==> src/sv/assert_macros.svh <==
// assertion macros shared by the rtl
`ifndef ASSERT_MACROS_SVH
`define ASSERT_MACROS_SVH
`ifndef SYNTHESIS
`define ASSERT_IMPLIES(label, clk, rst_n, ante, cons) \
    label: assert property (@(posedge clk) disable iff (!rst_n) (ante) |-> (cons)) \
        else $error("assertion failed");
`define ASSERT_NEXT(label, clk, rst_n, ante, cons) \
    label: assert property (@(posedge clk) disable iff (!rst_n) (ante) |=> (cons)) \
        else $error("assertion failed");
`else
`define ASSERT_IMPLIES(label, clk, rst_n, ante, cons)
`define ASSERT_NEXT(label, clk, rst_n, ante, cons)
`endif
`endif

==> src/sv/plti_pkg.sv <==
// types and constants of the interpolation core
`timescale 1ns / 1ps
package plti_pkg;
    localparam logic [1:0] CMD_CLEAR  = 2'd0;
    localparam logic [1:0] CMD_APPEND = 2'd1;
    localparam logic [1:0] CMD_QUERY  = 2'd2;

    localparam logic [2:0] ST_INTERP   = 3'd0;
    localparam logic [2:0] ST_CLAMP_LO = 3'd1;
    localparam logic [2:0] ST_CLAMP_HI = 3'd2;
    localparam logic [2:0] ST_EMPTY    = 3'd3;
    localparam logic [2:0] ST_REJECT   = 3'd4;
    localparam logic [2:0] ST_DONE     = 3'd5;

    localparam logic [1:0] OP_RESULT = 2'd0;
    localparam logic [1:0] OP_APPEND = 2'd1;
    localparam logic [1:0] OP_QUERY  = 2'd2;

    localparam int QUEUE_DEPTH = 2;
endpackage

==> src/sv/plti_front.sv <==
// front end: accepts items, tracks the fill count and classifies commands
`timescale 1ns / 1ps
module plti_front #(
    parameter int WAVE_WIDTH  = 24,
    parameter int VALUE_WIDTH = 32,
    parameter int CW          = 9,
    parameter int ENT_WIDTH   = 2 + CW + WAVE_WIDTH + VALUE_WIDTH + 3
) (
    input  logic                  clk,
    input  logic                  rst_n,
    input  logic                  in_valid,
    output logic                  in_ready,
    input  logic [1:0]            command,
    input  logic [WAVE_WIDTH-1:0] point_wavelength,
    input  logic [VALUE_WIDTH-1:0] point_value,
    input  logic [WAVE_WIDTH-1:0] query_wavelength,
    input  logic [CW-1:0]         depth,
    output logic                  q_valid,
    input  logic                  q_ready,
    output logic [ENT_WIDTH-1:0]  q_data
);
    import plti_pkg::*;

    localparam int AW = $clog2(QUEUE_DEPTH);

    logic [CW-1:0]          count_reg, count_next;
    logic [WAVE_WIDTH-1:0]  last_wave_reg, last_wave_next;
    logic [ENT_WIDTH-1:0]   fifo_reg [QUEUE_DEPTH];
    logic [AW-1:0]          wptr_reg, rptr_reg;
    logic [AW:0]            fill_reg, fill_next;
    logic                   accept, pop;
    logic [1:0]             op;
    logic [2:0]             st;
    logic [WAVE_WIDTH-1:0]  wave_sel;

    assign in_ready = (fill_reg != (AW+1)'(QUEUE_DEPTH));
    assign accept   = in_valid && in_ready;
    assign q_valid  = (fill_reg != '0);
    assign pop      = q_valid && q_ready;
    assign q_data   = fifo_reg[rptr_reg];

    always_comb
    begin
        count_next     = count_reg;
        last_wave_next = last_wave_reg;
        op             = OP_RESULT;
        st             = ST_REJECT;
        wave_sel       = point_wavelength;
        case (command)
            CMD_CLEAR:
            begin
                count_next = '0;
                st         = ST_DONE;
            end
            CMD_APPEND:
            begin
                if (count_reg < depth
                    && (count_reg == '0 || point_wavelength > last_wave_reg))
                begin
                    op             = OP_APPEND;
                    st             = ST_DONE;
                    count_next     = count_reg + 1'b1;
                    last_wave_next = point_wavelength;
                end
            end
            CMD_QUERY:
            begin
                wave_sel = query_wavelength;
                if (count_reg == '0)
                    st = ST_EMPTY;
                else
                    op = OP_QUERY;
            end
            default:
            begin
                st = ST_REJECT;
            end
        endcase
        if (!accept)
        begin
            count_next     = count_reg;
            last_wave_next = last_wave_reg;
        end
    end

    always_comb
    begin
        fill_next = fill_reg;
        if (accept && !pop)
            fill_next = fill_reg + 1'b1;
        else if (!accept && pop)
            fill_next = fill_reg - 1'b1;
    end

    always_ff @(posedge clk or negedge rst_n)
    begin
        if (!rst_n)
        begin
            count_reg     <= '0;
            last_wave_reg <= '0;
            wptr_reg      <= '0;
            rptr_reg      <= '0;
            fill_reg      <= '0;
        end
        else
        begin
            count_reg     <= count_next;
            last_wave_reg <= last_wave_next;
            fill_reg      <= fill_next;
            if (accept)
                wptr_reg <= wptr_reg + 1'b1;
            if (pop)
                rptr_reg <= rptr_reg + 1'b1;
        end
    end

    // count carried is the fill count seen by this item (before append)
    always_ff @(posedge clk)
    begin
        if (accept)
            fifo_reg[wptr_reg] <= {op, count_reg, wave_sel, point_value, st};
    end
endmodule

==> config.mk <==
export PLATFORM = sky130hd
export DESIGN_NAME = plti_front
export DESIGN_NICKNAME = d
export VERILOG_FILES = /design/src/sv/assert_macros.svh /design/src/sv/plti_pkg.sv /design/src/sv/plti_front.sv
export SDC_FILE = /design/constraint.sdc
export NUM_CORES = 1
export LEC_CHECK = 0
export BUFFER_PORTS_ARGS = -buffer_cell sky130_fd_sc_hd__buf_2
export CELL_PAD_IN_SITES_DETAIL_PLACEMENT = 0
export CELL_PAD_IN_SITES_GLOBAL_PLACEMENT = 1
export CORE_ASPECT_RATIO = 1.4
export CORE_MARGIN = 4
export CORE_UTILIZATION = 25
export DETAILED_ROUTE_END_ITERATION = 10
export PLACE_DENSITY = 0.61
export SYNTH_ARGS = -nofsm -noshare
export SYNTH_HDL_FRONTEND = slang
export SYNTH_SLANG_ARGS = --single-unit
==> constraint.sdc <==
create_clock -name clk -period 5 [get_ports clk]
set_input_delay 0.25 -clock clk [delete_from_list [all_inputs] [get_ports clk]]
set_output_delay 0.25 -clock clk [all_outputs]
set_load 0.005 [all_outputs]
== Word-level counts from Yosys, hierarchy flattened ==
Memory sizes are Yosys's and may differ from the RTL's.
Cells that the tools add are included.

* Add/subtract/negate cells: 5
* $lt $le $gt $ge: 2
* Equal/unequal tests: 4
* Muxes and demuxes: 13
* Reductions and logical operators: 15

{| class="wikitable"
|+ Operators by type and width
! kind !! number
|-
| $gt A24 B24 Y1 || 1
|-
| $mux W24 || 1
|-
| $pmux W9 S2 || 1
|-
| $add A9 B1 Y9 const B || 1
|-
| $logic_not A9 Y1 || 1
|-
| $lt A9 B9 Y1 || 1
|-
| $mux W9 || 1
|-
| $pmux W3 S3 || 1
|-
| $mux W2 || 3
|-
| $reduce_and A3 Y1 || 2
|-
| $reduce_bool A2 Y1 || 3
|-
| $logic_and A1 B1 Y1 || 5
|-
| $mux W1 || 4
|-
| $ne A2 B2 Y1 const B || 2
|-
| $pmux W2 S2 || 1
|-
| $mux W3 || 1
|-
| $add A1 B1 Y1 const B || 2
|-
| $add A2 B1 Y2 const B || 1
|-
| $eq A2 B1 Y1 const B || 1
|-
| $eq A2 B2 Y1 const B || 1
|-
| $logic_not A1 Y1 || 2
|-
| $logic_not A2 Y1 || 1
|-
| $sub A2 B1 Y2 const B || 1
|-
| $logic_or A1 B1 Y1 || 1
|}

* Flip-flop bits (word level): 37
* Memory bits (writable): 140
* Memories kept: 1

{| class="wikitable"
|+ Memory list
! memory !! words !! width !! rd ports !! clocked after Yosys merged registers in !! wr ports !! line !! source
|-
| fifo_reg || 2 || 70 || 1 || 0 || 1 || plti_front.sv:28 || <nowiki>logic [ENT_WIDTH-1:0] fifo_reg [QUEUE_DEPTH];</nowiki>
|}

== Longest topological paths before layout ==
* Depth after elaboration: 6
* Depth in mapped cells: 10
* Depth with buffers taken out: 9

== Worst setup path after synthesis ==
No wires, ideal clock.

* Path type: register to register
* Start point: register fill_reg[0]
* End point: memory fifo_reg[0][0] (netlist name) (enable)
* Setup time: 499 ps
* Arrival time: 3589 ps
* Required time: 4501 ps
* Path slack: 912 ps
* Cell stages (with the launch flop): 4
* Clock period less this slack: 4088 ps
* Cells stage by stage: dfrtp_1 nand2b_1 nand2_1 nor2_1

* Word-level cells in the longest chain between the ends: 4

{| class="wikitable"
|+ RTL lines
! item !! line !! source
|-
| start, declared || plti_front.sv:30 || <nowiki>logic [AW:0] fill_reg, fill_next;</nowiki>
|-
| start signal, assigned || plti_front.sv:109 || <nowiki>fill_reg <= fill_next;</nowiki>
|-
| $ne A2 B2 Y1 || plti_front.sv:36 || <nowiki>assign in_ready = (fill_reg != (AW+1)'(QUEUE_DEPTH));</nowiki>
|-
| net in_ready || plti_front.sv:12 || <nowiki>output logic in_ready,</nowiki>
|-
| $logic_and A1 B1 Y1 || plti_front.sv:37 || <nowiki>assign accept = in_valid && in_ready;</nowiki>
|-
| $mux W1 || plti_front.sv:120 || <nowiki>if (accept)</nowiki>
|-
| $mux W1 (not written as such) || plti_front.sv:121 || <nowiki>fifo_reg[wptr_reg] <= {op, count_reg, wave_sel, point_value, st};</nowiki>
|-
| end, declared || plti_front.sv:28 ||
|}

The timed path passes the listed nets, and every way through them passes these cells.

== Worst setup path after layout ==
* Start point: register last_wave_reg[22]
* End point: register last_wave_reg[17]

* Word-level cells in the longest chain between the ends: 4

{| class="wikitable"
|+ RTL lines
! item !! line !! source
|-
| start, declared || plti_front.sv:27 || <nowiki>logic [WAVE_WIDTH-1:0] last_wave_reg, last_wave_next;</nowiki>
|-
| start signal, assigned || plti_front.sv:108 || <nowiki>last_wave_reg <= last_wave_next;</nowiki>
|-
| $gt A24 B24 Y1 || plti_front.sv:58 || <nowiki>&& (count_reg == '0 || point_wavelength > last_wave_reg))</nowiki>
|-
| $logic_or A1 B1 Y1 || plti_front.sv:58 ||
|-
| $logic_and A1 B1 Y1 || plti_front.sv:58 ||
|-
| $reduce_and A3 Y1 (no source line) || n/a ||
|}

Every way passes these cells.
A chain may end at the register's enable or synchronous reset.

==> results.sh <==
export IMPL_status="complete, no violations"
export IMPL_critPathRequiredTime_ns=5.30
export IMPL_fp_dieH_um=217.8
export IMPL_finalWirelength_um=18740
export IMPL_drv_cap=0
export IMPL_final_nets=868
export IMPL_start_kind="flip-flop"
export IMPL_hold_path_class="in2reg"
export IMPL_place_area_um2=9159
export IMPL_synthCells=529
export IMPL_die_area_um2=34390
export IMPL_drtPass1Iterations=4
export IMPL_syn_cell_area_um2=7863
export IMPL_setup_violations=0
export IMPL_stdcell_area_um2=10090
export IMPL_endpoint_kind="flip-flop"
export IMPL_avgRoutedWirePerCell_um=16.45
export IMPL_p_per_area_nw_per_um2=512.4
export IMPL_arrival_ns=3.38
export IMPL_io_pins=167
export IMPL_drive_gt1_frac=0.4043
export IMPL_maxSlewHeadroom=0.2762
export IMPL_initialDrtViolationCount=213
export IMPL_setup_tns_final_ns=0
export IMPL_antenna_found_initial=2
export IMPL_register_area_um2=5134
export IMPL_cts_tree="yes"
export IMPL_viasPerCell=4.314
export IMPL_ys_seq_area_frac=0.6525
export IMPL_clock_skew_ns=0.01087
export IMPL_area_delta_synth_final_pct=28.33
export IMPL_grt_max_degree=72
export IMPL_crit_type="reg2reg"
export IMPL_core_area_um2=30900
export IMPL_p_leak_nw=4.069
export IMPL_synth_flop_cell="edfxtp_1"
export IMPL_use_met2=0.1959
export IMPL_synth_avg_cell_area_um2=14.86
export IMPL_cp_max_fo=40
export IMPL_finalCritPeriodShare=0.6149
export IMPL_worst_r2r_setup_slack_ns=1.93
export IMPL_reg2reg_depth=8
export IMPL_slew_violations=0
export IMPL_drcViolationCount=0
export IMPL_clk_pin_slew_ns=0.07
export IMPL_vdd_drop_max_mv=0.3151
export IMPL_yosys_warnings=0
export IMPL_row_count=76
export IMPL_grt_pass1_vias=5226
export IMPL_timing_hold_ws_ns=0.04965
export IMPL_grt_usage=0.1110
export IMPL_met1_usage=0.1268
export IMPL_clock_sinks=177
export IMPL_cts_buffer_depth=2
export IMPL_via_count=4914
export IMPL_synth_area_leader_cell="edfxtp_1"
export IMPL_ys_ff_latch=177
export IMPL_hold_viol_final=0
export IMPL_grt_setup_unrepaired="no"
export IMPL_nFillCells=3066
export IMPL_die_w_um=157.9
export IMPL_synth_area_leaders="edfxtp_1 53%, mux2_2 13%, dfrtp_1 12%, ha_1 6.2%, o21ai_0 1.8%"
export IMPL_detail_route_antenna_nets=0
export IMPL_largest_register_ffs=140
export IMPL_hpwlAfterDp_um=12830
export IMPL_cts_root_buf="clkbuf_16"
export IMPL_port_buffers=166
export IMPL_clk_latency_ns=0.44
export IMPL_period_needed_ns=3.074
export IMPL_htreeDepth=4
export IMPL_synth_edff_count=140
export IMPL_use_met3=0.02601
export IMPL_synth_nets=663
export IMPL_synth_cell_types=45
export IMPL_clock_fmax_mhz=325.3
export IMPL_p_total_mw=5.170
export IMPL_multi_input_area_um2=2521
export IMPL_gp_congestion=0.7123
export IMPL_grt_remaining_overflow=0
export IMPL_cts_buffers=17
export IMPL_synth_top_area_frac=0.5347
export IMPL_whs_path_depth=3
export IMPL_worst_pin_slew_ns=1.086
export IMPL_initial_utilization=0.2544
export IMPL_grt_pass1_wl_um=28510
export IMPL_synthArstFlopShare=0.2090
export IMPL_busiest_layer="met2"
[metal layers]
layer | vias up | routed length [um]
met5 | - | 13
met2 | 118 | 9827
met4 | 2 | 387
li1 | 2386 | -
met1 | 2384 | 7683
met3 | 24 | 826
[power by group]
part	total [mW]	internal [mW]	switching, mW
Sequential	2.30	2.05	0.247
Combinational	1.51	0.754	0.757
Clock	1.36	0.789	0.570
[cells in the mapped netlist (2+ instances only)]
cell / n
edfxtp_1: 140
mux2_2: 94
ha_1: 39
inv_1: 38
dfrtp_1: 37
nand2_1: 36
o21ai_0: 29
nor2_1: 13
a21oi_1: 12
clkbuf_1: 12
and3_1: 9
nand4_1: 7
a211o_1: 5
a31oi_1: 5
nand3_1: 5
a211oi_1: 4
a21o_1: 4
nand2b_1: 3
nor4_1: 3
xnor2_1: 3
a221o_1: 2
and3b_1: 2
buf_4: 2
clkbuf_2: 2
nor2b_1: 2
xor2_1: 2
[path summary, 6_finish.rpt]
check                                              start                            end
hold / removal                      point_wavelength[22]  last_wave_reg[22]$_DFFE_PN0P_
hold reg to reg                  fill_reg[1]$_DFFE_PN0P_        fill_reg[1]$_DFFE_PN0P_
min in group asynchronous                          rst_n   last_wave_reg[1]$_DFFE_PN0P_
setup reg to reg           last_wave_reg[22]$_DFFE_PN0P_  last_wave_reg[17]$_DFFE_PN0P_
setup / recovery           last_wave_reg[22]$_DFFE_PN0P_  last_wave_reg[17]$_DFFE_PN0P_
max in group asynchronous                          rst_n           rptr_reg$_DFFE_PN0P_
[per-stage QoR]
step	std cells	utilization	worst slack (ns)
final	1139	0.3265	1.926
after global routing	1138	0.3264	1.610
after CTS	1137	0.3263	1.771
after detailed placement	1072	0.2964	1.761
after global placement	1072	0.2964	1.850
after floorplan	529	-	0.9121
[cells by family after synthesis]
family,synth area share
multiplexers,0.1346
AO/OA/AOI/OAI,0.06191
XOR/XNOR,0.005571
buffers and inverters,0.02848
AND/OR/NAND/NOR,0.05490
flip-flops,0.6525
adder cells (fa/ha/maj),0.06206
[layout by cell type, fill, tap and decap left out, types with 5 or more instances in the layout]
| cell | instances |
|---|---|
| a211o_1 | 5 |
| a21oi_1 | 12 |
| a31oi_1 | 5 |
| and3_1 | 8 |
| buf_2 | 166 |
| clkbuf_16 | 17 |
| dfrtp_1 | 36 |
| dlygate4sd3_1 | 33 |
| edfxtp_1 | 140 |
| ha_1 | 39 |
| inv_1 | 38 |
| mux2_2 | 94 |
| nand2_1 | 36 |
| nand3_1 | 5 |
| nand4_1 | 7 |
| nor2_1 | 12 |
| o21ai_0 | 29 |
[area by class of cell]
type,instances,area share
Sequential cell,177,0.5088
Tap cell,390,0.04836
Antenna cell,2,0.0004960
Clock inverter,12,0.01575
Timing Repair Buffer,203,0.1193
Multi-Input combinational cell,297,0.2499
Inverter,38,0.01414
Clock buffer,20,0.04328
[worst max-delay path, stage by stage (launching register included)]
cell      delay [ns]
dfrtp_1         0.32
inv_1           0.05
ha_1            0.30
nand4_1         0.17
nor4_1          0.57
o31ai_1         0.30
a211oi_4        0.64
buf_4           0.45
o21ai_0         0.14
[what timing repair did]
item | 4_1_cts | 5_1_grt
hold buffers | 33 | 0
buffers inserted | 0 | 0
endpoints found under the hold margin | 101 | 0
resized for setup | 0 | 0
(Power assumes the default switching activity.)
